===== src/rtl/ssdp_pkg.sv =====
`timescale 1ns / 1ps
`default_nettype none

package ssdp_pkg;

  // Pixel coordinate handling: only the low COORD_BITS bits of a position are used.
  localparam int COORD_BITS = 12;
  localparam int PIX_W      = 12;
  localparam int GRAD_W     = 16;
  localparam int USE_BITS   = (COORD_BITS < PIX_W) ? COORD_BITS : PIX_W;
  localparam int POS_W      = USE_BITS + 4;

  // Arithmetic widths, each large enough to hold its value exactly.
  localparam int CTR_W      = 17;
  localparam int TRIG_W     = 16;
  localparam int SCL_W      = 16;
  localparam int XY_W       = ((POS_W > CTR_W) ? POS_W : CTR_W) + 2;
  localparam int UV_W       = TRIG_W + XY_W + 1;
  localparam int QP_W       = GRAD_W + UV_W + 1;
  localparam int QL_W       = QP_W / 2;
  localparam int QH_W       = QP_W - QL_W;
  localparam int ROT_SHIFT  = 28;
  localparam int SCL_SHIFT  = 14;
  localparam int VAL_W      = 32;

  // Queue between the front and back parts.
  localparam int QUEUE_DEPTH = 4;
  localparam int QA_W        = 2;

  // Configuration port.
  localparam int CFG_IDX_W  = 3;
  localparam int CFG_DATA_W = 17;

  localparam logic [CFG_IDX_W-1:0] REG_FIT_T   = 3'd0;
  localparam logic [CFG_IDX_W-1:0] REG_FIT_R   = 3'd1;
  localparam logic [CFG_IDX_W-1:0] REG_FIT_S   = 3'd2;
  localparam logic [CFG_IDX_W-1:0] REG_CENTER_X = 3'd3;
  localparam logic [CFG_IDX_W-1:0] REG_CENTER_Y = 3'd4;
  localparam logic [CFG_IDX_W-1:0] REG_COS     = 3'd5;
  localparam logic [CFG_IDX_W-1:0] REG_SIN     = 3'd6;
  localparam logic [CFG_IDX_W-1:0] REG_SCALE   = 3'd7;

  // Bit positions in the plane mask, in output order.
  localparam int NPLANES = 4;
  localparam int PL_TX   = 0;
  localparam int PL_TY   = 1;
  localparam int PL_ROT  = 2;
  localparam int PL_SCL  = 3;

  typedef struct packed {
    logic [PIX_W-1:0]         pixel_x;
    logic [PIX_W-1:0]         pixel_y;
    logic signed [GRAD_W-1:0] grad_x;
    logic signed [GRAD_W-1:0] grad_y;
  } in_t;

  typedef struct packed {
    logic [1:0]              plane;
    logic signed [VAL_W-1:0] value;
    logic                    last;
  } out_t;

  typedef struct packed {
    logic                     fit_translation;
    logic                     fit_rotation;
    logic                     fit_scale;
    logic signed [CTR_W-1:0]  center_x;
    logic signed [CTR_W-1:0]  center_y;
    logic signed [TRIG_W-1:0] cos_angle;
    logic signed [TRIG_W-1:0] sin_angle;
    logic [SCL_W-1:0]         scale_factor;
  } cfg_t;

  // One classified pixel as it waits in the queue.
  typedef struct packed {
    logic signed [XY_W-1:0]   x;
    logic signed [XY_W-1:0]   y;
    logic signed [GRAD_W-1:0] gx;
    logic signed [GRAD_W-1:0] gy;
    logic [NPLANES-1:0]       mask;
  } entry_t;

  function automatic logic signed [VAL_W-1:0] sat32(input logic signed [63:0] v);
    logic signed [63:0] hi;
    logic signed [63:0] lo;
    hi = (64'sd1 <<< (VAL_W - 1)) - 64'sd1;
    lo = -(64'sd1 <<< (VAL_W - 1));
    if (v > hi) begin
      return hi[VAL_W-1:0];
    end else if (v < lo) begin
      return lo[VAL_W-1:0];
    end
    return v[VAL_W-1:0];
  endfunction

endpackage

`default_nettype wire


===== src/rtl/ssdp_fifo.sv =====
`timescale 1ns / 1ps
`default_nettype none

// Short queue of classified pixels between the front and back parts.
module ssdp_fifo (
  input  wire                     clk,
  input  wire                     rst_n,
  input  wire                     push,
  input  wire ssdp_pkg::entry_t   push_entry,
  output logic                    full,
  input  wire                     pop,
  output logic                    not_empty,
  output ssdp_pkg::entry_t        pop_entry
);

  ssdp_pkg::entry_t             mem_r [ssdp_pkg::QUEUE_DEPTH];
  logic [ssdp_pkg::QA_W-1:0]    wr_ptr_r;
  logic [ssdp_pkg::QA_W-1:0]    wr_ptr_nxt;
  logic [ssdp_pkg::QA_W-1:0]    rd_ptr_r;
  logic [ssdp_pkg::QA_W-1:0]    rd_ptr_nxt;
  logic [ssdp_pkg::QA_W:0]      count_r;
  logic [ssdp_pkg::QA_W:0]      count_nxt;

  assign full      = (count_r == (ssdp_pkg::QA_W + 1)'(ssdp_pkg::QUEUE_DEPTH));
  assign not_empty = (count_r != '0);
  assign pop_entry = mem_r[rd_ptr_r];

  always_comb begin
    wr_ptr_nxt = push ? wr_ptr_r + 1'b1 : wr_ptr_r;
    rd_ptr_nxt = pop ? rd_ptr_r + 1'b1 : rd_ptr_r;
    count_nxt  = count_r;
    if (push && !pop) begin
      count_nxt = count_r + 1'b1;
    end else if (pop && !push) begin
      count_nxt = count_r - 1'b1;
    end
  end

  always_ff @(posedge clk) begin
    if (!rst_n) begin
      wr_ptr_r <= '0;
      rd_ptr_r <= '0;
      count_r  <= '0;
    end else begin
      wr_ptr_r <= wr_ptr_nxt;
      rd_ptr_r <= rd_ptr_nxt;
      count_r  <= count_nxt;
    end
  end

  always_ff @(posedge clk) begin
    if (push) begin
      mem_r[wr_ptr_r] <= push_entry;
    end
  end

endmodule

`default_nettype wire


===== config.mk =====
export PLATFORM = sky130hd
export DESIGN_NAME = ssdp_fifo
export DESIGN_NICKNAME = d
export VERILOG_FILES = /design/src/rtl/ssdp_pkg.sv /design/src/rtl/ssdp_fifo.sv
export SDC_FILE = /design/constraint.sdc
export NUM_CORES = 1
export LEC_CHECK = 0
export BUFFER_PORTS_ARGS = -buffer_cell sky130_fd_sc_hd__buf_2
export CAP_MARGIN = 20
export CORE_MARGIN = 8
export CORE_UTILIZATION = 41
export DETAILED_ROUTE_END_ITERATION = 16
export PLACE_DENSITY = 0.6
export SLEW_MARGIN = 20
export SYNTH_ARGS = -nofsm -noshare
export SYNTH_HDL_FRONTEND = slang
export SYNTH_SLANG_ARGS = --single-unit

===== constraint.sdc =====
create_clock -name clk -period 7.75 [get_ports clk]
set_input_delay 0 -clock clk [delete_from_list [all_inputs] [get_ports clk]]
set_output_delay 0 -clock clk [all_outputs]
set_load 0.03 [all_outputs]

Word level (Yosys, flattened, before mapping)
Memories as Yosys holds them, arrays and structs flattened. A register that Yosys moved wholly into a read port is not among the register bits.
Cells that the tools add are included.
Word-level totals
  register bits: 7
  memory bits (writable): 296
  input port bits: 78
  output and inout bits: 76
  memories kept: 1
Memory list
  mem_r: words 4, bits a word 74, rd ports 1, clocked after Yosys merged registers in 1, wr ports 1, RTL line ssdp_fifo.sv:16  | ssdp_pkg::entry_t mem_r [ssdp_pkg::QUEUE_DEPTH];
Operators by class
  $add $sub $neg: 4
  eq/ne operators: 1
  mux-type cells: 6
  reductions and logical operators: 6
Operators by type and width (count)
  3-bit two-way mux: 2
  2-bit by 1-bit adder with 2-bit output, second input constant: 2
  2-bit two-way mux: 2
  3-bit by 1-bit adder with 3-bit output, second input constant: 1
  3-bit == test, second input constant: 1
  3-bit nonzero test: 1
  3-bit by 1-bit subtractor with 3-bit output, second input constant: 1
  1-bit logical AND: 2
  1-bit zero test: 2
  1-bit two-way mux: 2
  2-bit nonzero test: 1

Depth between registers and ports, before layout
Gate-level depths: netlist of the first run.
  word-level depth: 4
  depth in mapped cells: 7

Worst setup path after synthesis of the first run
Ideal clock, no wire load.
  path type: register to register
  start point: reg wr_ptr_r[0] in the netlist's numbering
  end point: mem mem_r[0][0] in the netlist's numbering, enable pin
  library setup time: 0.440 ns
  arrival time: 2.270 ns
  data required time: 7.310 ns
  setup slack: 5.040 ns
  cell stages (with the launch flop): 4
  buffers on the path: 0
  cells stage by stage: dfxtp_1 -> inv_1 -> ha_1 -> and2_1
RTL lines
  start, declared: RTL line ssdp_fifo.sv:17  | logic [ssdp_pkg::QA_W-1:0] wr_ptr_r;
  start signal, assigned: RTL line ssdp_fifo.sv:45  | wr_ptr_r <= wr_ptr_nxt;
  end, declared: RTL line ssdp_fifo.sv:16
No word-level cell before the write port.

==> flow_metrics.py, run 1 <==
metrics = {
    "status": {
        "outcome": "completed",
    },
    "detailed_routing": {
        "drt_iter0_markers": 298,
        "num_vias": 5256,
        "routed_wl_um": 21500,
        "ant_nets": 0,
        "wl_per_cell_um": 20.4,
        "drcViolationCount": 0,
        "vias_per_cell": 5.00,
        "drtPass1Iterations": 4,
    },
    "floorplanning": {
        "die_area_mm2": 0.0327,
        "rows": 60,
        "die_x_um": 181,
        "coreArea_mm2": 0.0268,
        "ioPinCount": 154,
        "start_util": 0.415,
        "die_h_um": 181,
    },
    "critical_path": {
        "cp-start-kind": "flop",
        "reg2reg_to": "mem_r[2][72]$_DFFE_PP_",
        "rrSetupSlack_ps": 5620,
        "cp.arrival_ps": 3020,
        "cpPeakStageDelay_ps": 840,
        "crit_required_ps": 7750,
        "crit_type": "reg -> out",
        "crit_end": "pop_entry[29]",
        "r2r_start": "wr_ptr_r[0]$_SDFFE_PN0P_",
        "cp_cell_sequence": "buf_4, mux4_2, buf_2",
        "cp_slowest_cell": "dfxtp_4",
        "reg2reg_depth": 4,
        "crit_fanout": 39,
        "critPathCaptureType": "output pin",
    },
    "global_routing": {
        "gr-usage-all-layers": 0.132,
        "grt_pass1_wl_um": 33900,
        "overflow": 0,
        "antenna_found_initial": 2,
        "grt_start_max_net_pins": 46,
        "grt_pass1_vias": 6116,
    },
    "timing": {
        "tightest_slew_ps": 809,
        "rsz0062_at_grt": "false",
        "fmax_ghz": 0.331,
        "final.setup.tns_ps": 0,
        "finalMaxSlewViolations": 0,
        "finalSetupViolations": 0,
        "post-route-period-util": 0.390,
        "finClkSkew_ps": 6.98,
        "finalHoldViolations": 0,
        "hold_ws_ps": 210,
        "post-route-min-period_ps": 3020,
        "relSlewSlack": 0.460,
    },
    "yosys": {
        "synth_cells": 429,
        "yosys_warnings": 0,
        "synth_edf_count": 296,
        "postSynthAreaPerCell_um2": 25.9,
        "yosysSeqAreaShare": 0.815,
        "synthArstFlopShare": 0,
        "synth_cell_type_count": 20,
        "ys.flop_type": "edfxtp_1",
        "mappedNetlistArea_mm2": 0.0111,
        "synth_nets": 513,
        "ys_seq_elements": 305,
    },
    "power_and_ir_drop": {
        "ir_drop_mv": 0.188,
        "power.total_uw": 3770,
        "power_density_mw_per_mm2": 269,
        "leakage_uw": 0.00478,
    },
    "cts": {
        "cts.sinks": 305,
        "post_cts_buffers": 0,
        "cts_buffers": 31,
        "cts-root-buf": "clkbuf_16",
        "clock_path_buffers": 3,
        "clk_pin_slew_worst_paths_ps": 60,
        "tritoncts": "done",
        "clk_latency_ps": 540,
        "cts_resized": 0,
        "cts_htree_levels": 1,
        "ctsHoldBuffers": 78,
    },
    "hold_path": {
        "hp-class": "in -> reg",
    },
    "placed_design": {
        "port-buffer-count": 153,
        "routabilityCongestion": 0.676,
        "hpwl_um": 13000,
        "placed_area_mm2": 0.0123,
    },
    "final_layout": {
        "syn_to_final_growth_pct": 26.1,
        "fin_nets": 768,
        "stdcell_area_mm2": 0.0140,
        "drive_gt1_frac": 0.402,
    },
    "run": {
        "max-cap-violations": 0,
    },
}
-- layout by cell type, fill, tap and decap left out, types with 3 or more instances in the layout --
cell type | netlist | layout
mux4_2 | 74 | 74
and2_4 | 0 | 4
dlygate4sd3_1 | 0 | 78
inv_1 | 4 | 4
xor2_1 | 3 | 3
clkbuf_16 | 0 | 31
clkinvlp_4 | 0 | 3
buf_2 | 7 | 153
clkinv_1 | 0 | 9
buf_4 | 1 | 5
edfxtp_1 | 296 | 296
ha_1 | 5 | 5
and2_1 | 9 | 5
clkbuf_1 | 1 | 4
clkinv_2 | 0 | 7
dfxtp_1 | 9 | 7
-- where the power goes --
| group | total [uW] | leakage (uW) | switching [uW] | internal, uW |
|---|---|---|---|---|
| Clock | 1380 | 0.000466 | 586 | 797 |
| Combinational | 463 | 0.00152 | 279 | 184 |
| Sequential | 1930 | 0.00279 | 30.9 | 1890 |
| Total | 3770 | 0.00478 | 896 | 2880 |
-- worst min path at each step --
| stage | endpoint | depth (start not counted) | from |
|---|---|---|---|
| 2_1_floorplan | mem_r[0][0]$_DFFE_PP_ | 0 | push_entry[0] |
| 3_3_place_gp | mem_r[0][9]$_DFFE_PP_ | 1 | push_entry[9] |
| 3_5_place_dp | mem_r[2][64]$_DFFE_PP_ | 1 | push_entry[64] |
| 4_1_cts | mem_r[1][64]$_DFFE_PP_ | 2 | push_entry[64] |
| 5_1_grt | mem_r[1][64]$_DFFE_PP_ | 2 | push_entry[64] |
| 6_report | mem_r[1][40]$_DFFE_PP_ | 2 | push_entry[40] |
-- kinds of logic after synthesis --
kind of cell	after synthesis	share of synthesized area
AOI/OAI and AO/OA	2	0.00112
xor gates and xnor gates	5	0.00394
adders and majority gates	6	0.00742
buffers and inverters	20	0.0126
DFF	305	0.815
muxes	76	0.152
and+or+nand+nor	15	0.00832
-- stage by stage --
stage | utilization | std cells | setup slack, ps
2_1_floorplan | - | 429 | 5040
3_3_place_gp | 0.457 | 912 | 5190
3_5_place_dp | 0.459 | 914 | 5160
4_1_cts | 0.523 | 1050 | 4560
5_1_grt | 0.524 | 1051 | 4400
6_report | 0.524 | 1051 | 4730
-- cells in the mapped netlist, types with 2 or more instances --
master	instances	share of area
and2_1	9	0.0051
buf_2	7	0.0031
buf_6	7	0.0071
dfxtp_1	9	0.016
edfxtp_1	296	0.80
ha_1	5	0.0056
inv_1	4	0.0013
mux2i_1	2	0.0018
mux4_2	74	0.15
nor2b_1	2	0.0011
or3_1	2	0.0011
xnor2_1	2	0.0016
xor2_1	3	0.0024
-- final cells by class --
cell class                 count  area [um^2]
tap                          341          427
clock buffer                  35          791
sequential                   305         9080
multi-input combinational    104         1930
timing repair buffer         238         1620
antenna                        1         2.50
clock inverter                23          169
inverter                       4         15.0
fill                        2108        12800
-- worst max-delay path: cells and delay by family, from the launching register on --
| family | cells | cell delay, ps |
|---|---|---|
| mux | 1 | 630 |
| buf+inv | 2 | 950 |
| flops | 1 | 840 |
-- per-layer routing --
metal / wire (um) / vias up / track usage
met5: 10 / - / 0
met4: 354 / 2 / 0.0317
met3: 1350 / 32 / 0.0369
met2: 10700 / 142 / 0.228
met1: 9090 / 2727 / 0.161
li1: - / 2353 / -
-- registers in the layout, summed over array words and instances (netlist names), named ones only --
| name | flops |
|---|---|
| count_r | 3 |
| mem_r | 296 |
| rd_ptr_r | 2 |
| wr_ptr_r | 2 |
Power figures use the tool's default switching activity.
==> inputs of run 2 (changes only) <==
--- a/config.mk
+++ b/config.mk
@@ -10,7 +10,7 @@
 export CORE_MARGIN = 8
 export CORE_UTILIZATION = 41
 export DETAILED_ROUTE_END_ITERATION = 16
-export PLACE_DENSITY = 0.6
+export PLACE_DENSITY = 0.63
 export SLEW_MARGIN = 20
 export SYNTH_ARGS = -nofsm -noshare
 export SYNTH_HDL_FRONTEND = slang
==> constraint.sdc (replaced) <==
create_clock -name clk -period 2.6 [get_ports clk]
set_input_delay 0 -clock clk [delete_from_list [all_inputs] [get_ports clk]]
set_output_delay 0 -clock clk [all_outputs]
set_load 0.03 [all_outputs]
==> run 2 against run 1 <==
Net effect:
- largest cell class unchanged
- setup slack worse by 4400 ps
- clock skew is 4.7 ps higher
- clock power grew to 3.3 times the previous value
- flip-flop and latch count stayed put
- sequential power grew to 3.0 times the previous value
- global-route usage is 0.44 points higher
- register-to-register slack worse by 4700 ps
- wire length is 4.5% higher
- die area stayed put
- highest routed layer is now met4
- utilization is 0.79 points higher
==> flow_metrics.py, run 2 (same netlist as run 1, synthesis figures left out) <==
metrics = {
    "critical_path": {
        "crit_required_ps": 2600,
        "cpLargestDelayFamily": "multiplexers",
        "crit_fanout": 39,
        "crit_end": "pop_entry[68]",
        "cp_cell_sequence": "buf_12, mux4_2, buf_2",
        "cp_slowest_cell": "mux4_2",
        "cp.arrival_ps": 2280,
        "reg2reg_depth": 4,
        "critPathCaptureType": "output pin",
        "worstSetupPathDepth": 3,
        "r2r_start": "wr_ptr_r[0]$_SDFFE_PN0P_",
        "reg2reg_to": "mem_r[2][11]$_DFFE_PP_",
        "cpPeakStageDelay_ps": 580,
        "crit_type": "reg -> out",
        "path_buf_inv": 2,
        "cp-start-kind": "flop",
        "rrSetupSlack_ps": 880,
    },
    "floorplanning": {
        "ioPinCount": 154,
        "start_util": 0.415,
        "die_area_mm2": 0.0327,
        "rows": 60,
        "die_h_um": 181,
        "coreArea_mm2": 0.0268,
        "die_x_um": 181,
    },
    "cts": {
        "cts_resized": 0,
        "cts-root-buf": "clkbuf_16",
        "clock_path_buffers": 3,
        "clk_pin_slew_worst_paths_ps": 60,
        "ctsHoldBuffers": 77,
        "tritoncts": "done",
        "cts_buffers": 30,
        "post_cts_buffers": 0,
        "cts.sinks": 305,
        "clk_latency_ps": 540,
        "cts_htree_levels": 1,
    },
    "timing": {
        "tightest_slew_ps": 502,
        "relSlewSlack": 0.665,
        "finClkSkew_ps": 11.6,
        "fmax_ghz": 0.438,
        "final.setup.tns_ps": 0,
        "rsz0062_at_grt": "false",
        "finalHoldViolations": 0,
        "post-route-min-period_ps": 2280,
        "finalSetupViolations": 0,
        "post-route-period-util": 0.878,
        "finalMaxSlewViolations": 0,
        "hold_ws_ps": 201,
    },
    "global_routing": {
        "overflow": 0,
        "grt_pass1_vias": 6040,
        "antenna_found_initial": 0,
        "gr-usage-all-layers": 0.136,
        "grt_start_max_net_pins": 40,
        "grt_pass1_wl_um": 34900,
    },
    "final_layout": {
        "fin_nets": 775,
        "multi_input_area_mm2": 0.00193,
        "layout_commonest_cell": "edfxtp_1",
        "final_cell_mix": "edfxtp_1, buf_2, dlygate4sd3_1",
        "nFillCells": 2027,
        "largestRegisters": "mem_r x296, count_r x3",
        "stdcell_area_mm2": 0.0142,
        "largest_register_ffs": 296,
        "largest-register": "mem_r",
        "seqCellArea_mm2": 0.00908,
        "drive_gt1_frac": 0.417,
        "syn_to_final_growth_pct": 28.0,
    },
    "run": {
        "max-cap-violations": 0,
    },
    "detailed_routing": {
        "vias_per_cell": 5.04,
        "drtPass1Iterations": 4,
        "drt_iter0_markers": 267,
        "routed_wl_um": 22400,
        "drcViolationCount": 0,
        "num_vias": 5325,
        "ant_nets": 0,
        "wl_per_cell_um": 21.2,
    },
    "power_and_ir_drop": {
        "power_density_mw_per_mm2": 821,
        "ir_drop_mv": 0.710,
        "leakage_uw": 0.00487,
    },
    "hold_path": {
        "hp-class": "in -> reg",
    },
    "placed_design": {
        "hpwl_um": 13600,
        "routabilityCongestion": 0.683,
        "port-buffer-count": 153,
        "placed_area_mm2": 0.0124,
    },
    "status": {
        "outcome": "completed",
    },
}
==> run 2: layout make-up <==
cell class | count | area share
Sequential cell | 305 | 0.637
Multi-Input combinational cell | 104 | 0.135
Timing Repair Buffer | 246 | 0.122
Clock buffer | 35 | 0.0555
Tap cell | 341 | 0.0300
Clock inverter | 21 | 0.0191
Inverter | 4 | 0.00105
Antenna cell | 1 | 0.000176
==> run 2: worst min path at each step <==
stage                   start                     end  depth (start not counted)
6_report       push_entry[14]  mem_r[0][14]$_DFFE_PP_                          2
5_1_grt        push_entry[14]  mem_r[0][14]$_DFFE_PP_                          2
4_1_cts        push_entry[19]  mem_r[2][19]$_DFFE_PP_                          2
3_5_place_dp   push_entry[35]  mem_r[3][35]$_DFFE_PP_                          1
3_3_place_gp   push_entry[25]  mem_r[2][25]$_DFFE_PP_                          1
2_1_floorplan   push_entry[0]   mem_r[0][0]$_DFFE_PP_                          0
==> run 2: report_power, final <==
group	internal [uW]	total, uW	switching [uW]
Combinational	570	1430	855
Sequential	5640	5730	86.6
Clock	2780	4540	1770
==> run 2: worst register-to-register path, stage by stage (launching register included) <==
cell and delay [ps]:
dfxtp_1 350, inv_1 100, ha_1 160, and2_4 460, buf_4 360
==> run 2: per-stage QoR <==
| stage | setup slack, ps | utilization | total power [uW] | instances |
|---|---|---|---|---|
| after floorplan | 700 | - | 6720 | 429 |
| after global placement | 833 | 0.463 | 7160 | 923 |
| after detailed placement | 830 | 0.463 | 7200 | 923 |
| after CTS | 231 | 0.531 | 11900 | 1056 |
| after global routing | 185 | 0.531 | 12100 | 1056 |
| final | 318 | 0.531 | 11700 | 1057 |
==> run 2: per-layer routing <==
| metal | wire [um] | part of all wire | global-route usage |
|---|---|---|---|
| met3 | 1260 | 0.056 | 0.0369 |
| met2 | 11600 | 0.52 | 0.243 |
| met1 | 9110 | 0.41 | 0.161 |
| met4 | 478 | 0.021 | 0.0341 |
| met5 | 0 | 0 | 0 |
