### config.mk
export PLATFORM = sky130hd
export DESIGN_NAME = ssdp_front
export DESIGN_NICKNAME = d
export VERILOG_FILES = /design/src/rtl/ssdp_pkg.sv /design/src/rtl/ssdp_front.sv
export SDC_FILE = /design/constraint.sdc
export NUM_CORES = 1
export LEC_CHECK = 0
export BUFFER_PORTS_ARGS = -buffer_cell sky130_fd_sc_hd__buf_2
export CAP_MARGIN = 0
export CORE_AREA = 2 2 86 88
export DETAILED_ROUTE_END_ITERATION = 8
export DIE_AREA = 0 0 88 90
export PLACE_DENSITY = 0.68
export SYNTH_ARGS = -nofsm -noshare
export SYNTH_HDL_FRONTEND = slang
export SYNTH_SLANG_ARGS = --single-unit
### constraint.sdc
create_clock -name vclk -period 2.75
set_clock_uncertainty 0.15 [all_clocks]
set_input_delay 0.4125 -clock vclk [all_inputs]
set_output_delay 0.4125 -clock vclk [all_outputs]
set_load 0.01 [all_outputs]
### src/rtl/ssdp_pkg.sv
`timescale 1ns / 1ps
`default_nettype none

package ssdp_pkg;

  // Pixel coordinate handling: only the low COORD_BITS bits of a position are used.
  localparam int COORD_BITS = 12;
  localparam int PIX_W      = 12;
  localparam int GRAD_W     = 16;
  localparam int USE_BITS   = (COORD_BITS < PIX_W) ? COORD_BITS : PIX_W;
  localparam int POS_W      = USE_BITS + 4;

  // Arithmetic widths, each large enough to hold its value exactly.
  localparam int CTR_W      = 17;
  localparam int TRIG_W     = 16;
  localparam int SCL_W      = 16;
  localparam int XY_W       = ((POS_W > CTR_W) ? POS_W : CTR_W) + 2;
  localparam int UV_W       = TRIG_W + XY_W + 1;
  localparam int QP_W       = GRAD_W + UV_W + 1;
  localparam int QL_W       = QP_W / 2;
  localparam int QH_W       = QP_W - QL_W;
  localparam int ROT_SHIFT  = 28;
  localparam int SCL_SHIFT  = 14;
  localparam int VAL_W      = 32;

  // Queue between the front and back parts.
  localparam int QUEUE_DEPTH = 4;
  localparam int QA_W        = 2;

  // Configuration port.
  localparam int CFG_IDX_W  = 3;
  localparam int CFG_DATA_W = 17;

  localparam logic [CFG_IDX_W-1:0] REG_FIT_T   = 3'd0;
  localparam logic [CFG_IDX_W-1:0] REG_FIT_R   = 3'd1;
  localparam logic [CFG_IDX_W-1:0] REG_FIT_S   = 3'd2;
  localparam logic [CFG_IDX_W-1:0] REG_CENTER_X = 3'd3;
  localparam logic [CFG_IDX_W-1:0] REG_CENTER_Y = 3'd4;
  localparam logic [CFG_IDX_W-1:0] REG_COS     = 3'd5;
  localparam logic [CFG_IDX_W-1:0] REG_SIN     = 3'd6;
  localparam logic [CFG_IDX_W-1:0] REG_SCALE   = 3'd7;

  // Bit positions in the plane mask, in output order.
  localparam int NPLANES = 4;
  localparam int PL_TX   = 0;
  localparam int PL_TY   = 1;
  localparam int PL_ROT  = 2;
  localparam int PL_SCL  = 3;

  typedef struct packed {
    logic [PIX_W-1:0]         pixel_x;
    logic [PIX_W-1:0]         pixel_y;
    logic signed [GRAD_W-1:0] grad_x;
    logic signed [GRAD_W-1:0] grad_y;
  } in_t;

  typedef struct packed {
    logic [1:0]              plane;
    logic signed [VAL_W-1:0] value;
    logic                    last;
  } out_t;

  typedef struct packed {
    logic                     fit_translation;
    logic                     fit_rotation;
    logic                     fit_scale;
    logic signed [CTR_W-1:0]  center_x;
    logic signed [CTR_W-1:0]  center_y;
    logic signed [TRIG_W-1:0] cos_angle;
    logic signed [TRIG_W-1:0] sin_angle;
    logic [SCL_W-1:0]         scale_factor;
  } cfg_t;

  // One classified pixel as it waits in the queue.
  typedef struct packed {
    logic signed [XY_W-1:0]   x;
    logic signed [XY_W-1:0]   y;
    logic signed [GRAD_W-1:0] gx;
    logic signed [GRAD_W-1:0] gy;
    logic [NPLANES-1:0]       mask;
  } entry_t;

  function automatic logic signed [VAL_W-1:0] sat32(input logic signed [63:0] v);
    logic signed [63:0] hi;
    logic signed [63:0] lo;
    hi = (64'sd1 <<< (VAL_W - 1)) - 64'sd1;
    lo = -(64'sd1 <<< (VAL_W - 1));
    if (v > hi) begin
      return hi[VAL_W-1:0];
    end else if (v < lo) begin
      return lo[VAL_W-1:0];
    end
    return v[VAL_W-1:0];
  endfunction

endpackage

`default_nettype wire

### src/rtl/ssdp_front.sv
`timescale 1ns / 1ps
`default_nettype none

// Takes pixels in, forms the centered coordinates and the mask of planes to emit.
module ssdp_front (
  input  wire                  in_valid,
  output logic                 in_stall,
  input  wire ssdp_pkg::in_t   in_data,
  input  wire ssdp_pkg::cfg_t  cfg,
  input  wire                  q_full,
  output logic                 q_push,
  output ssdp_pkg::entry_t     q_entry
);

  logic [ssdp_pkg::POS_W-1:0] pos_x;
  logic [ssdp_pkg::POS_W-1:0] pos_y;

  always_comb begin
    pos_x = {in_data.pixel_x[ssdp_pkg::USE_BITS-1:0], 4'b0000};
    pos_y = {in_data.pixel_y[ssdp_pkg::USE_BITS-1:0], 4'b0000};

    q_entry.x = ssdp_pkg::XY_W'($signed({1'b0, pos_x})) - ssdp_pkg::XY_W'(cfg.center_x);
    q_entry.y = ssdp_pkg::XY_W'($signed({1'b0, pos_y})) - ssdp_pkg::XY_W'(cfg.center_y);
    q_entry.gx = in_data.grad_x;
    q_entry.gy = in_data.grad_y;

    q_entry.mask = '0;
    q_entry.mask[ssdp_pkg::PL_TX]  = cfg.fit_translation;
    q_entry.mask[ssdp_pkg::PL_TY]  = cfg.fit_translation;
    q_entry.mask[ssdp_pkg::PL_ROT] = cfg.fit_rotation;
    q_entry.mask[ssdp_pkg::PL_SCL] = cfg.fit_scale;
  end

  // A pixel with nothing to fit is accepted and dropped here.
  assign in_stall = q_full;
  assign q_push   = in_valid && !q_full && (q_entry.mask != '0);

endmodule

`default_nettype wire

== Word level (Yosys, flattened, before mapping) ==
Cells that the tools add are included.

* Register bits after elaboration: 0
* Input bits: 143
* Output and inout port bits: 76
* Word-level logic and storage cells: 6

* Add/subtract/negate cells: 2
* Reductions and logical operators: 4

{| class="wikitable"
|+ Operators by type and width
! kind !! count
|-
| $sub 17x17->18 || 2
|-
| $reduce_bool 4->1 || 1
|-
| $logic_and 1x1->1 || 2
|-
| $logic_not 1->1 || 1
|}

== Longest topological paths before layout ==
Gate-level depths: netlist (run 1).

* Word-level depth: 3
* Depth in mapped cells: 9
* Depth with buffers taken out: 7

== Least setup slack after synthesis (run 1) ==
OpenSTA, ideal clock, no wires.

* Path kind: input port to output port
* Start: input cfg[70] (netlist bit)
* End: output q_entry[73] (netlist bit)
* Arrival: 2,142 ps
* Data required time: 2,188 ps
* Path slack: 46 ps
* Cell stages on the path: 8
* Path buffers: 1
* Cells stage by stage: inv_1 -> ha_1 -> and4bb_4 -> a211o_4 -> a31oi_4 -> nand2_4 -> a2111oi_4 -> buf_4

{| class="wikitable"
|+ RTL lines
! element !! RTL line !! text
|-
| start, declared || ssdp_front.sv:9 || <nowiki>input wire ssdp_pkg::cfg_t cfg,</nowiki>
|-
| end, declared || ssdp_front.sv:12 || <nowiki>output ssdp_pkg::entry_t q_entry</nowiki>
|}

==> out/metrics.cfg, run 1 <==
[outcome]
status = finished clean

[cells_and_area]
regArea_um2 = 0
design.seq.count = 0
multiInputGateArea_mm2 = 0.00157
area_growth_pct = 28.1
fill_cells = 756
n_antenna_cell = 0
final_layout_size_suffix_gt1_share_pct = 42.3
clock_buffers = 0
nNetsFinal = 521
fin_area_mm2 = 0.00246
utilization_pct = 35.0

[synthesis]
synth_top_family_by_area = compound AO/OA/AOI/OAI gates
yosys.area_share.simple_pct = 17.5
synth.distinct_cells = 45
synth_fa_ha_area_share_pct = 16.9
syn-num-nets = 442
seq_area_frac_synth_pct = 0
synth_mux_area_share_pct = 1.11
syn_area_mm2 = 0.00192
netlist_instances = 273
synth-compound-area-share_pct = 31.1
avgSynthCellArea_um2 = 7.04
ys_warn_count = 0
yosys.area_share.xor_xnor_pct = 10.5

[timing]
rsz0062_at_grt = false
min_period_ps = 2690
relSlewSlack_pct = 73.8
fmax_mhz = 372
report.final.slew_viol_count = 0
post-route-period-util_pct = 97.7
holdWs_ps = 675
worst_pin_slew_ps = 390
final_hold_viol_count = 0
finalSetupViolCount = 0

[setup_path]
path_class = input pin to output port
crit_path_end_kind = output port
cp.arrival_ps = 2120
start_kind = input pin
crit_fanout = 5
crit_required_ps = 2190

[pwr]
ir_drop_mv = 0.0978
power_density_mw_per_mm2 = 246
leakagePower_nw = 1.26

[die]
initial_utilization_pct = 27.4
io_pins = 219
die_y_um = 90
core_area_mm2 = 0.00702
rows = 31
die_w_um = 88
die-area_mm2 = 0.00792

[global_route]
grt_pass1_wl_mm = 7.74
top_usage_layer = met2
antenna_found_initial = 0
met2_usage_pct = 21.1
met3_usage_pct = 1.01
grt_max_degree = 10
grt_overflow = 0
grt_use_total_pct = 10.9
grt_pass1_vias = 1940
gr-usage-met1_pct = 12.9

[route]
drt-total-wl_mm = 4.89
vias_per_cell = 4.74
drc_errors = 0
wl_per_cell_um = 10.9
num_vias = 2128
firstDrtPassIters = 4
drtIter0Drc = 38
ant_nets = 0

[placed_design]
globalplace.congestion = 0.822
port-buffer-count = 107
dp_hpwl_mm = 4.24
placed_cell_area_mm2 = 0.00237

[run]
drv_cap = 0

[clocking]
holdBufCountCts = 0
post_cts_buffers = 0

[hold_path]
hp-class = input pin to output port

==> critical path, stage by stage <==
cell and delay [ps]:
buf_2 110, ha_4 240, and4bb_4 230, a211o_4 370, a31oi_4 190, nand2_4 80
a2111oi_4 300, buf_2 190
==> cells in the final DEF (no fill, tap or decap), types with 2 or more instances in the layout <==
master,n
a211oi_1,5
o21ai_1,4
o21a_1,7
nand3_1,4
xnor2_1,15
inv_1,29
nand2_1,15
a21oi_1,25
o21ai_0,11
a21o_2,3
xor2_1,8
a211oi_2,2
ha_1,22
nand2_2,2
inv_2,2
ha_4,3
a21oi_2,2
a2111oi_4,2
nor3b_1,3
nor2_1,17
buf_4,15
a21o_1,3
nor3_1,4
buf_2,107
a31oi_1,4
and3_1,3
nand4_1,4
o211ai_1,2
a211o_1,2
==> through the flow <==
| stage | power, mW | cells | TNS, ps | setup WS, ps |
|---|---|---|---|---|
| 4_1_cts | 0.592 | 449 | 0 | 6.54 |
| 2_1_floorplan | 0.416 | 273 | 0 | 45.7 |
| 3_5_place_dp | 0.581 | 449 | -189 | -52.9 |
| 3_3_place_gp | 0.572 | 449 | -111 | -38.4 |
| 6_report | 0.604 | 449 | 0 | 64.1 |
| 5_1_grt | 0.668 | 449 | 0 | 5.61 |
==> layout make-up <==
cell class                      count  area share [%]
Multi-Input combinational cell    197            63.9
Tap cell                           99            5.04
Timing Repair Buffer              122            26.3
Inverter                           31            4.73
==> Yosys cell counts, drive strengths merged (4+ instances only) <==
master | instances | share of area [%]
a211oi | 7 | 2.7
a21o | 6 | 2.5
a21oi | 27 | 7.0
a31oi | 5 | 2.4
buf | 41 | 16
clkbuf | 4 | 0.78
ha | 26 | 17
inv | 31 | 6.1
nand2 | 18 | 3.9
nand3 | 4 | 1.0
nand4 | 4 | 1.3
nor2 | 17 | 3.3
nor3 | 4 | 1.0
o21a | 7 | 2.7
o21ai | 15 | 3.9
xnor2 | 15 | 6.8
xor2 | 8 | 3.6
==> worst paths after layout <==
kind               startpoint           to  slack (ps)  depth (start not counted)
setup / recovery  in_data[45]  q_entry[73]          60                          8
hold / removal     in_data[7]  q_entry[11]         680                          0
==> per-layer routing <==
layer | vias up | share of wire, %
met5 | - | 0
met4 | 0 | 0.55
met3 | 10 | 7.4
met2 | 83 | 50
met1 | 950 | 42
li1 | 1085 | -
==> cell families after synthesis <==
family,after synthesis
AOI/OAI and AO/OA,84
and+or+nand+nor,62
muxes,2
buffers and inverters,76
xor gates and xnor gates,23
adders and majority gates,26
==> power by group <==
part | total [mW] | switching, mW | internal (mW)
Combinational | 0.604 | 0.320 | 0.284
Clock | 0 | 0 | 0
Sequential | 0 | 0 | 0
==> timing repair <==
action,4_1_cts,5_1_grt
endpoints found under the setup margin,5,13
pin swaps,1,7
gates resized for setup,4,16
(Power assumes the default switching activity.)
==> run 2: changes to the inputs <==
--- a/config.mk
+++ b/config.mk
@@ -10,6 +10,7 @@
 export CORE_AREA = 2 2 86 88
 export DETAILED_ROUTE_END_ITERATION = 8
 export DIE_AREA = 0 0 88 90
+export GPL_TIMING_DRIVEN = 0
 export PLACE_DENSITY = 0.68
 export SYNTH_ARGS = -nofsm -noshare
 export SYNTH_HDL_FRONTEND = slang
==> out/metrics.cfg, run 2 (synthesized netlist as in run 1, its figures left out) <==
[pwr]
power_density_mw_per_mm2 = 234
leakagePower_nw = 1.56
ir_drop_mv = 0.102

[timing]
rsz0062_at_grt = true
finalSetupViolCount = 1
setup_tns_ps = -31.4
holdWs_ps = 858
fmax_mhz = 360
post-route-period-util_pct = 101
report.final.slew_viol_count = 0
final_hold_viol_count = 0
relSlewSlack_pct = 75.9
timing.final.ws_setup_ps = -31.4
worst_pin_slew_ps = 359
min_period_ps = 2780

[cells_and_area]
utilization_pct = 41.7
design.seq.count = 0
mostFrequentLayoutCells = buf_2, buf_4, inv_1
regArea_um2 = 0
area_growth_pct = 52.3
clock_buffers = 0
layout_commonest_cell = buf_2
final_layout_size_suffix_gt1_share_pct = 52.4
n_antenna_cell = 0
nNetsFinal = 589

[hold_path]
hp-class = input pin to output port

[global_route]
antenna_found_initial = 0
grt_overflow = 0
grt_pass1_wl_mm = 8.42
grt_pass1_vias = 2118
grt_use_total_pct = 11.9
grt_max_degree = 10

[die]
die_y_um = 90
die_w_um = 88
rows = 31
core_area_mm2 = 0.00702
io_pins = 219
initial_utilization_pct = 27.4
die-area_mm2 = 0.00792

[placed_design]
globalplace.congestion = 0.844
dp_hpwl_mm = 4.69
port-buffer-count = 139

[setup_path]
crit_fanout = 3
start_kind = input pin
crit_top_cell = buf_6
cp_slowest_cell = a211o_4
crit_required_ps = 2190
crit_chain = buf_6 > inv_4 > ha_4 > and4bb_4 > a211o_4 > a31oi_4 > nand2_4 > a2111oi_4 > buf_4 > buf_6
cp.arrival_ps = 2220
crit_path_end_kind = output port
slowest_delay_ps = 350
path_class = input pin to output port

[clocking]
holdBufCountCts = 0

[run]
drv_cap = 0

[outcome]
violations = setup timing
status = finished, violations left

[route]
ant_nets = 0
vias_per_cell = 4.68
firstDrtPassIters = 4
drc_errors = 0
drt-total-wl_mm = 5.55
drtIter0Drc = 50
num_vias = 2417
wl_per_cell_um = 10.7

run 2: cell types whose count changed in the layout (fill, tap and decap cells not counted), sizes merged:
cell	before	now
clkbuf	0	2
buf	122	188
run 2: per-stage QoR:
stage	power [mW]	std cells	setup WS [ps]	instance area [um^2]
finish	0.684	517	-31.4	2930
global route	0.754	517	-112	2930
CTS	0.653	512	-21.0	2800
detailed placement	0.635	511	-132	2740
global placement	0.625	511	-123	2740
floorplan	0.416	273	45.7	1920
run 2: cell type report:
| type | instances | area, um^2 |
|---|---|---|
| Buffer | 43 | 317 |
| Fill cell | 721 | 4100 |
| Inverter | 31 | 121 |
| Multi-Input combinational cell | 197 | 1590 |
| Tap cell | 99 | 124 |
| Timing Repair Buffer | 147 | 774 |
run 2: power breakdown:
part           internal, mW  total, mW  switching, mW
Combinational         0.334      0.684          0.350
Clock                     0          0              0
Sequential                0          0              0
run 2: path summary, 6_finish.rpt:
kind                    start          end  cells after the start
setup / recovery      cfg[69]  q_entry[73]                     10
hold / removal    in_data[29]  q_entry[33]                      2
run 2: layer usage:
layer	vias to the layer above	global-route usage (%)	wire (um)
met5	-	0	0
met4	0	1.03	53
met3	6	0.551	424
met2	119	24.6	2790
met1	1071	13.4	2290
li1	1221	-	-
run 2: timing repair:
| item | 4_1_cts | 5_1_grt |
|---|---|---|
| resized for setup | 7 | 23 |
| buffers inserted | 1 | 7 |
| pin swaps | 3 | 14 |
| endpoints found under the hold margin | 0 | 0 |
| endpoints found under the setup margin | 7 | 11 |
run 2: worst max-delay path, delay by kind of cell:
family,cells,cell delay (ps)
simple gates,2,290
fa+ha+maj,1,200
buf+inv,4,390
compound gates,3,920
==> run 3: changes to the inputs <==
==> config.mk (replaced) <==
export PLATFORM = sky130hd
export DESIGN_NAME = ssdp_front
export DESIGN_NICKNAME = d
export VERILOG_FILES = /design/src/rtl/ssdp_pkg.sv /design/src/rtl/ssdp_front.sv
export SDC_FILE = /design/constraint.sdc
export NUM_CORES = 1
export LEC_CHECK = 0
export ABC_AREA = 1
export BUFFER_PORTS_ARGS = -buffer_cell sky130_fd_sc_hd__buf_2
export CAP_MARGIN = 0
export CORE_AREA = 2 2 84 86
export DETAILED_ROUTE_END_ITERATION = 8
export DIE_AREA = 0 0 86 88
export PLACE_DENSITY = 0.8
export SYNTH_ARGS = -nofsm -noshare
export SYNTH_HDL_FRONTEND = slang
export SYNTH_SLANG_ARGS = --single-unit
==> out/metrics.cfg, run 3 <==
[die]
die-area_mm2 = 0.00757
initial_utilization_pct = 35.7
die_y_um = 88
core_area_mm2 = 0.00664
die_w_um = 86
rows = 30
io_pins = 219

[timing]
worst_pin_slew_ps = 230
fmax_mhz = 427
post-route-period-util_pct = 85.2
final_hold_viol_count = 0
rsz0062_at_grt = false
setup_tns_ps = 0
timing.final.ws_setup_ps = 408
finalSetupViolCount = 0
holdWs_ps = 675
min_period_ps = 2340
report.final.slew_viol_count = 0
relSlewSlack_pct = 84.6

[setup_path]
crit_required_ps = 2190
crit_top_cell = nand2_1
cp.arrival_ps = 1780
critPathTopFamily = simple AND/OR/NAND/NOR gates
cp_slowest_cell = ha_1
crit_chain = buf_2 > ha_1 > nand2_1 > inv_1 > a21oi_1 > nand2_1 > nand2_1 > nand2_1 > nand2_1 > nand2_1 > buf_2
slowest_delay_ps = 350
start_kind = input pin
path_buf_inv = 3
path_class = input pin to output port
crit_path_end_kind = output port
crit_fanout = 4

[synthesis]
netlist_instances = 465
synth_area_leaders = nand2_1, inv_1, ha_1
ys_warn_count = 0
yosys.area.top_type = nand2_1
synth.distinct_cells = 20
syn_area_mm2 = 0.00237
yosysMostFrequentCell = nand2_1
seq_area_frac_synth_pct = 0
synth.top_cell.area_share_pct = 26.6
synth_commonest_cells = nand2_1, inv_1, buf_4
syn-num-nets = 634
avgSynthCellArea_um2 = 5.11

[route]
wl_per_cell_um = 9.57
dr_wl_met3_um = 295
drt-total-wl_mm = 5.85
drt-met1-wl_mm = 2.65
drc_errors = 0
wl_met2_mm = 2.83
ant_nets = 0
drtIter0Drc = 130
vias_per_cell = 4.49
firstDrtPassIters = 4
num_vias = 2744
top_layer_used = met4

[global_route]
grt_pass1_wl_mm = 9.23
grt_pass1_vias = 2301
antenna_found_initial = 0
grt_max_degree = 6
grt_use_total_pct = 14.2
grt_overflow = 0

[placed_design]
dp_hpwl_mm = 5.21
port-buffer-count = 107
globalplace.congestion = 0.906
preCtsSetupSlack_ps = 413

[cells_and_area]
fill_cells = 726
clock_buffers = 0
mostFrequentLayoutCells = nand2_1, inv_1, buf_2
regArea_um2 = 0
area_growth_pct = 13.8
nNetsFinal = 702
final_layout_size_suffix_gt1_share_pct = 25.0
design.seq.count = 0
layout_commonest_cell = nand2_1
multiInputGateArea_mm2 = 0.00165
n_antenna_cell = 0

[outcome]
status = finished clean

[clocking]
post_cts_buffers = 0
holdBufCountCts = 0
cts_resized = 0

[pwr]
ir_drop_mv = 0.121
leakagePower_nw = 1.92
power_density_mw_per_mm2 = 213

[run]
drv_cap = 0

[hold_path]
hp-class = input pin to output port

run 3: cell count changes after synthesis, moves of 9 or more:
cell	previous run	this run
xnor2_1	15	2
nand2_1	17	168
nand2_2	0	10
o21ai_0	15	0
inv_1	31	109
nor2_1	17	26
nand3_1	4	26
a21oi_1	27	14
run 3: report_power, final:
| part | internal, mW | leakage (nW) | switching [mW] |
|---|---|---|---|
| sequential | 0 | 0 | 0 |
| combinational | 0.229 | 1.92 | 0.347 |
| clock | 0 | 0 | 0 |
run 3: worst paths after layout:
| kind | startpoint | to | slack [ps] | depth (start not counted) |
|---|---|---|---|---|
| setup / recovery | in_data[47] | q_entry[71] | 410 | 11 |
| hold / removal | in_data[6] | q_entry[10] | 680 | 0 |
run 3: final cells by class:
class | instances | share of cell area, %
inverters | 112 | 15.6
multi-input cells | 312 | 60.9
well taps | 80 | 3.70
repair buffers | 107 | 19.8
run 3: stage by stage:
step                utilization (%)  power, mW  std cells  cell area, um^2
global route                   40.7      0.651        611             2700
finish                         40.7      0.576        611             2700
global placement               40.7      0.562        611             2700
CTS                            40.7      0.577        611             2700
floorplan                         -      0.434        465             2370
detailed placement             40.7      0.574        611             2700
run 3: kinds of logic (layout without fill, tap and decap cells):
kind of cell	Yosys count	in the layout	share of synthesized area, %
compound gates	16	16	3.90
xor+xnor	14	14	5.16
simple gates	256	256	46.6
fa+ha+maj	26	26	13.7
buf+inv	153	219	30.7
run 3: per-layer routing:
metal  track usage (%)  up-vias
met1              18.5     1174
met4              3.03        0
met5                 0        -
met3              1.04       12
li1                  -     1482
met2              25.7       76
